`src/hw/rtl/led_ps_pkg.sv`:
```
// Shared types and constants for the LED pattern sequencer.
package led_ps_pkg;

  localparam int PROGRAM_BYTES_DEF = 4096;
  localparam int LED_COUNT_DEF     = 32;

  localparam int KIND_W     = 2;
  localparam int ADDR_W     = 12;
  localparam int BYTE_W     = 8;
  localparam int LED_BITS_W = 32;
  localparam int CAUSE_W    = 2;
  localparam int WAIT_W     = 64;
  localparam int OPERAND_W  = 6;
  localparam int LED_MAX    = 64;

  localparam logic [BYTE_W-1:0] ERASED_BYTE = 8'hFF;

  typedef enum logic [KIND_W-1:0] {
    KIND_WRITE = 2'd0,
    KIND_START = 2'd1,
    KIND_HALT  = 2'd2,
    KIND_TICK  = 2'd3
  } kind_t;

  typedef enum logic [1:0] {
    OP_SET_LED  = 2'd0,
    OP_WAIT     = 2'd1,
    OP_REWIND   = 2'd2,
    OP_RESERVED = 2'd3
  } opcode_t;

  typedef enum logic [CAUSE_W-1:0] {
    CAUSE_NONE      = 2'd0,
    CAUSE_RESERVED  = 2'd1,
    CAUSE_PAST_END  = 2'd2,
    CAUSE_ZERO_WAIT = 2'd3
  } cause_t;

  typedef enum logic [2:0] {
    ST_CLEAR,
    ST_IDLE,
    ST_RD_OP,
    ST_RD_ARG,
    ST_EXEC,
    ST_DONE
  } state_t;

endpackage

```
`src/hw/rtl/led_ps_shift.sv`:
```
// Saturating shifter that scales a wait byte by two to the power of the operand.
module led_ps_shift (
  input  logic [led_ps_pkg::BYTE_W-1:0]    value,
  input  logic [led_ps_pkg::OPERAND_W-1:0] amount,
  output logic [led_ps_pkg::WAIT_W-1:0]    result
);
  import led_ps_pkg::*;

  logic [WAIT_W+BYTE_W-1:0] wide;

  always_comb begin
    wide = (WAIT_W + BYTE_W)'(value) << amount;
    if (|wide[WAIT_W+BYTE_W-1:WAIT_W]) begin
      result = '1;
    end else begin
      result = wide[WAIT_W-1:0];
    end
  end

endmodule

```
`config.mk`:
```
export PLATFORM = sky130hd
export DESIGN_NAME = led_ps_shift
export DESIGN_NICKNAME = d
export VERILOG_FILES = /design/src/hw/rtl/led_ps_pkg.sv /design/src/hw/rtl/led_ps_shift.sv
export SDC_FILE = /design/constraint.sdc
export NUM_CORES = 1
export LEC_CHECK = 0
export BUFFER_PORTS_ARGS = -buffer_cell sky130_fd_sc_hd__buf_4
export CAP_MARGIN = 20
export CORE_MARGIN = 8
export CORE_UTILIZATION = 25
export DETAILED_ROUTE_END_ITERATION = 8
export PLACE_DENSITY = 0.63
export SYNTH_ARGS = -nofsm -noshare
export SYNTH_HDL_FRONTEND = slang
export SYNTH_SLANG_ARGS = --single-unit
```
`constraint.sdc`:
```
create_clock -name vclk -period 3.6
set_input_delay 0.36 -clock vclk [all_inputs]
set_output_delay 0.36 -clock vclk [all_outputs]
set_load 0.03 [all_outputs]
```
==> results.md, run 1 <==
- Top-level I/O count: 78
- Layout Utilization: between 30% and 40%
- Final worst-path cycle share: between 80% and 90%
- Port-buffer cells: 78
- Vias: 1657
- Status: complete, no violations
- Leak: 0.8309 nW
- Vias per cell: 5.505
- Min-Delay Path Class: in -> out
- Data required time of the worst path: between 3 and 4 ns
- Register area: 0 um^2
- Most frequent cell after synthesis: o21ai_0
- Initial antenna violation count: 0
- CP peak stage delay: 0.57 ns
- Cts repair resizes: 0
- Initial drt markers: roughly 130
- YS warnings: 0
- Die width: 85.39 um
- Delay-heaviest family, CP: compound AO/OA/AOI/OAI gates
- Worst slew margin: 35.44%
- Multi-input logic area: 0.001082 mm^2
- Vias in the first global route: 1666
- Post-synth top cells: o21ai_0, nand2_1, clkbuf_1
- Synth area leader: o21ai_0
- WL final: approximately 5200 um
- Max Cap Viol: 0
- Area grow syn2layout: 46.99%
- Crit path kind: in -> out
- Crit path DAT: between 2 and 3 ns
- Top cells by area, synth: o21ai_0, mux2_2, nand2_1
- Mapped Cells: 188
- Final critical-path required period: roughly 3.2 ns
- Worst Max-Slew Pin Slew: approximately 0.96 ns
- Syn_nets: around 200
- PD cells: 208.9 mW/mm^2
- Worst path most repeated cell: buf_4
- Starting density of the core: about a quarter
- FILL cells: 518
- Post-synth cell types: 42
- Routed wl met3: 275 um
- Critical path startpoint category: input port
- Post-CTS setup-driven buffer insertion count: 0
- ANT nets after route: 0
- Sequential cells: 0
- Clock buffer cells: 0
- RSZ-0062 raised after global routing: no
- Synth Cell Area: 0.001204 mm^2
- CP Capture Type: primary output
- Final hold violations: 0
- CP bufs+invs: 3
- Largest net degree at the start of global routing: 49
- Post-Syn Area per Cell: 6.402 um^2
- Setup_tns: 0 ns
- Layout cell share with drive strength beyond 1: 40.08%
- Ant. Diodes: 0
- Post-CTS Hold Buffers: 0
- Max layer used: met4
- FMAX: 0.3118 GHz
- Seq/Total Area, Yosys: 0%
- CP max FO: 48
- First-pass GRT wire length: approximately 8200 um
- Global route overflow: 0
- Die Span Y: ~85 um
- Num rows: 25
- Met2 WL: 2656 um
- Wire per inst: ~17 um
- Post-DP HPWL: 4193 um
- First-pass DRT Iterations: 6
- Slowest stage cell on the critical path: a222oi_1
- Synth top area share: 18.71%
- Final Slew Violations: 0
- Core area: 0.004692 mm^2
- Peak supply drop: 0.05108 mV
- Met1 WL: 2189 um
- Critical-path cell list: buf_4, mux2_2, a222oi_1, nand3_2, o31ai_4, buf_4, o311ai_0, buf_4
- DRC: 0
- Gr usage total: 13.17%
- Placer Congestion: 0.8267
- Final setup vio count: 0
- # nets final: 263
- Die Area: 0.007291 mm^2
## metal layers
| metal | track usage, % | vias to the layer above |
|---|---|---|
| li1 | - | 830 |
| met1 | 15.33 | 775 |
| met2 | 24.93 | 46 |
| met3 | 2.124 | 6 |
| met4 | 1.592 | 0 |
| met5 | 0 | - |
## path summary, 6_finish.rpt
| path | depth (start not counted) | slack (ns) | endpoint | start |
|---|---|---|---|---|
| worst max-delay path | 8 | 0.39 | result[21] | amount[0] |
| worst min-delay path | 3 | 1.14 | result[47] | amount[4] |
## where the power goes
part | switching, mW | internal, mW | total (mW) | leakage (nW)
sequential | 0 | 0 | 0 | 0
clock | 0 | 0 | 0 | 0
combinational | 0.239 | 0.130 | 0.370 | 0.831
## kinds of logic after synthesis
logic type / synth area share (%)
mux: 22.14
compound gates: 44.60
buf+inv: 10.08
simple gates: 23.18
## layout make-up
type	count	share of cell area, %
inverters	5	1.061
repair buffers	80	33.95
well taps	54	3.819
multi-input cells	162	61.17
## cells in the final DEF, fill, tap and decap left out, types with 5 or more instances in the layout
cell type	Yosys	routed
nand2b_1	6	6
buf_4	1	80
o21ai_0	45	45
nor2_1	5	5
nand2_1	23	23
mux2_2	11	11
o221ai_1	5	5
nor2b_1	7	7
mux2i_1	6	6
## per-stage QoR
stage | worst slack [ns] | hold slack, ns | area [um^2] | total power, mW | instances
6_report | 0.3928 | 1.137 | 1769 | 0.3696 | 301
5_1_grt | 0.2160 | 1.166 | 1769 | 0.3946 | 301
4_1_cts | 0.4421 | 1.138 | 1769 | 0.3705 | 301
3_5_place_dp | 0.4425 | 1.138 | 1769 | 0.3700 | 301
3_3_place_gp | 0.5337 | 1.135 | 1769 | 0.3690 | 301
2_1_floorplan | 0.8042 | 0.9985 | 1204 | 0.2417 | 188
Power figures use the tool's default switching activity.
==> run 2: changes to the inputs <==
Settings changed: SLEW_MARGIN from default to 25.
Clock period 3.6 ns to 3.4 ns, I/O delays scaled along.
==> results.md, run 2 (synthesis results as in run 1) <==
- Status: complete, no violations
- Sw Ratio: approximately 64%
- First-pass GRT wire length: 7831 um
- Die Span Y: 85.39 um
- Final hold violations: 0
- Switch Pwr: between 0.2 and 0.3 mW
- Num rows: 25
- Post-CTS setup-driven buffer insertion count: 0
- Final Slew Violations: 0
- Worst path most repeated cell: buf_4
- Min-Delay Path Class: in -> out
- Starting density of the core: 25.65%
- Cts repair resizes: 0
- Combinational Power Share: 100.0%
- Wire per inst: between 15 and 20 um
- Delay-heaviest family, CP: compound AO/OA/AOI/OAI gates
- CP Capture Type: primary output
- Top-level I/O count: 78
- Vias per cell: around 5.4
- First-pass DRT Iterations: 4
- Peak supply drop: 0.06687 mV
- Slowest stage cell on the critical path: buf_4
- Layout cell share with drive strength beyond 1: 40.32%
- Critical-path cell list: buf_4, mux2_2, a222oi_1, nand3_2, o31ai_4, buf_4, o311ai_0, buf_4
- Int Pwr: between 0.1 and 0.15 mW
- FMAX: 0.3326 GHz
- Clock buffer cells: 0
- WL final: 5076 um
- Fin cells: 302
- Register area: 0 um^2
- Vias: 1635
- # nets final: 264
- Initial drt markers: 117
- CP max FO: 60
- Ant. Diodes: 0
- Sequential cells: 0
- RSZ-0062 raised after global routing: no
- Worst slew margin: just over 50%
- Largest net degree at the start of global routing: between 60 and 70
- Die width: roughly 85 um
- Vias in the first global route: 1528
- DRC: 0
- Final setup vio count: 0
- Core area: between 0.004 and 0.005 mm^2
- Clock power frac: 0%
- CP bufs+invs: 3
- Crit path kind: in -> out
- FILL cells: 517
- Commonest non-fill, non-tap cells in the layout: buf_4, o21ai_0, nand2_1
- Post-DP HPWL: 4038 um
- Crit path DAT: 2.67 ns
- Post-CTS Hold Buffers: 0
- Setup_tns: 0 ns
- Final critical-path required period: between 3 and 4 ns
- Worst Max-Slew Pin Slew: about 0.71 ns
- Placer Congestion: 0.8500
- Reg power frac: 0%
- Area grow syn2layout: 47.61%
- CP peak stage delay: 0.41 ns
- Placed Cells incl. Taps: a little over 300
- Die Area: 0.007291 mm^2
- Final worst-path cycle share: 88.43%
- Critical path startpoint category: input port
- Leak: about 0.84 nW
- Commonest non-fill, non-tap cell in the layout: buf_4
- Gr usage total: 12.55%
- Port-buffer cells: a little under 80
- ANT nets after route: 0
- Data required time of the worst path: 3.06 ns
- Max Cap Viol: 0
- Initial antenna violation count: 0
- Global route overflow: 0
- PD cells: 221.4 mW/mm^2
[run 2: final timing paths]
kind,from,to,slack [ns],cells after the start
worst max-delay path,amount[0],result[21],0.39,8
worst min-delay path,amount[4],result[47],1.10,3
[run 2: layer usage]
metal  global-route usage, %  vias up  part of all wire [%]
li1                        -      827                     -
met1                   15.44      749                    41
met2                   23.44       59                    52
met3                   1.931        0                   6.9
met4                       0        0                     0
met5                       0        -                     0
[run 2: power groups by stage]
stage	Sequential [mW]	Clock [mW]	Combinational [mW]
3_5_place_dp	0	0	0.393
5_1_grt	0	0	0.419
4_1_cts	0	0	0.394
6_report	0	0	0.393
3_3_place_gp	0	0	0.393
2_1_floorplan	0	0	0.256
[run 2: through the flow]
stage / hold WS, ns / total power, mW / utilization (%) / setup WS [ns] / instance area, um^2
floorplan: 0.9585 / 0.2559 / - / 0.6442 / 1204
CTS: 1.102 / 0.3943 / 37.87 / 0.4179 / 1777
detailed placement: 1.099 / 0.3931 / 37.87 / 0.4429 / 1777
finish: 1.104 / 0.3933 / 37.87 / 0.3935 / 1777
global route: 1.141 / 0.4189 / 37.87 / 0.1977 / 1777
global placement: 1.097 / 0.3931 / 37.87 / 0.4789 / 1777
[run 2: worst min-delay path: stages]
cell,delay [ns]
buf_4,0.16
a211oi_1,0.09
buf_4,0.16
[run 2: area by class of cell]
| cell class | count | area [um^2] | area share, % |
|---|---|---|---|
| tap | 54 | 67.56 | 3.803 |
| timing repair buffer | 81 | 608.1 | 34.23 |
| multi-input combinational | 162 | 1082 | 60.92 |
| inverter | 5 | 18.77 | 1.056 |
==> run 3: changes to the inputs <==
Settings changed: SETUP_SLACK_MARGIN from default to 0.1.
Clock period 3.4 ns to 2.8 ns, I/O delays scaled along.
==> results.md, run 3 (synthesis results as in run 1) <==
- Final Slew Violations: 0
- Final critical-path required period: 2.643 ns
- Top-level I/O count: 78
- FMAX: 0.3784 GHz
- Commonest non-fill, non-tap cells in the layout: buf_4, o21ai_0, nand2_1
- Worst slew margin: between 60% and 70%
- Reg power frac: 0%
- Min-Delay Path Class: in -> out
- Global route overflow: 0
- Critical path startpoint category: input port
- Met3 GRT Util: 1.351%
- Combinational Power Share: 100.0%
- Data required time of the worst path: around 2.5 ns
- Port-buffer cells: 78
- Final worst-path cycle share: 94.39%
- First-pass GRT wire length: 8273 um
- Placer Congestion: 0.8862
- PD cells: 265.0 mW/mm^2
- Post-DP HPWL: roughly 4100 um
- Vias in the first global route: 1593
- Switch Pwr: 0.3120 mW
- Core area: 0.004692 mm^2
- Hold depth: 3
- Starting density of the core: 25.65%
- Crit path DAT: 2.36 ns
- DRC: 0
- Layout Utilization: roughly two fifths
- Most Used Layer, Global Route: met2
- Critical path depth: 9
- CP Capture Type: primary output
- Die Span Y: 85.39 um
- CP peak stage delay: 0.45 ns
- Die Area: approximately 0.0073 mm^2
- Final Hold Slack: 0.9684 ns
- FILL cells: between 500 and 600
- CP bufs+invs: 4
- Die width: 85.39 um
- Met2 Use GR: between 20% and 30%
- Peak supply drop: 0.07123 mV
- Critical-path cell list: buf_6, mux2_2, a222oi_1, nand3_2, o31ai_4, buf_4, clkbuf_4, o21ai_0, buf_4
- Worst Max-Slew Pin Slew: 0.4968 ns
- Leak: about 0.89 nW
- Initial drt markers: around 150
- Worst path most repeated cell: buf_4
- Layout cell share with drive strength beyond 1: 41.96%
- Clock power frac: 0%
- Setup_tns: 0 ns
- Int Pwr: 0.1836 mW
- Area grow syn2layout: 55.41%
- Final hold violations: 0
- Wire per inst: 17.28 um
- Gr usage total: 13.23%
- CP max FO: 17
- Crit path kind: in -> out
- Register area: 0 um^2
- WL final: about 5300 um
- Ant. Diodes: 0
- Largest net degree at the start of global routing: 40
- Final Power: 0.4956 mW
- ANT nets after route: 0
- # nets final: 271
- Clock buffer cells: 0
- RSZ-0062 raised after global routing: no
- Vias per cell: 5.618
- Sw Ratio: 62.96%
- Slowest stage cell on the critical path: a222oi_1
- Status: complete, no violations
- Num rows: 25
- First-pass DRT Iterations: 5
- Sequential cells: 0
- Max Cap Viol: 0
- Final setup vio count: 0
- Delay-heaviest family, CP: compound AO/OA/AOI/OAI gates
- Commonest non-fill, non-tap cell in the layout: buf_4
- Met1 Resource Use GR: 16.82%
- Vias: between 1500 and 2000
- Initial antenna violation count: 0
==> run 3: layer usage <==
| layer | up-vias | wire [um] |
|---|---|---|
| li1 | 843 | - |
| met1 | 817 | 2216 |
| met2 | 66 | 2685 |
| met3 | 10 | 306 |
| met4 | 0 | 132 |
| met5 | - | 0 |
==> run 3: through the flow <==
stage,instance area (um^2),instances,worst slack (ns)
global route,1871,309,0.1005
CTS,1799,305,0.1169
floorplan,1204,188,0.1642
global placement,1799,305,0.1318
finish,1871,309,0.1571
detailed placement,1799,305,0.1226
==> run 3: layout make-up <==
cell class         instances  area, um^2  area share (%)
multi-input cells        162        1082           57.86
repair buffers            88       701.9           37.53
well taps                 54       67.56           3.612
inverters                  5       18.77           1.003
==> run 3: path summary, 6_finish.rpt <==
kind / from / endpoint / slack [ns]
setup / recovery: amount[0] / result[6] / 0.16
hold / removal: amount[4] / result[47] / 0.97
==> run 3: power groups by stage <==
stage               clock network [mW]  logic, mW  registers (mW)
floorplan                            0      0.311               0
finish                               0      0.496               0
global placement                     0      0.484               0
detailed placement                   0      0.484               0
CTS                                  0      0.485               0
global route                         0      0.530               0
==> run 3: timing repair <==
item,4_1_cts,5_1_grt
buffers inserted,0,2
gates resized for setup,0,7
endpoints found under the setup margin,0,47
hold buffers,0,0
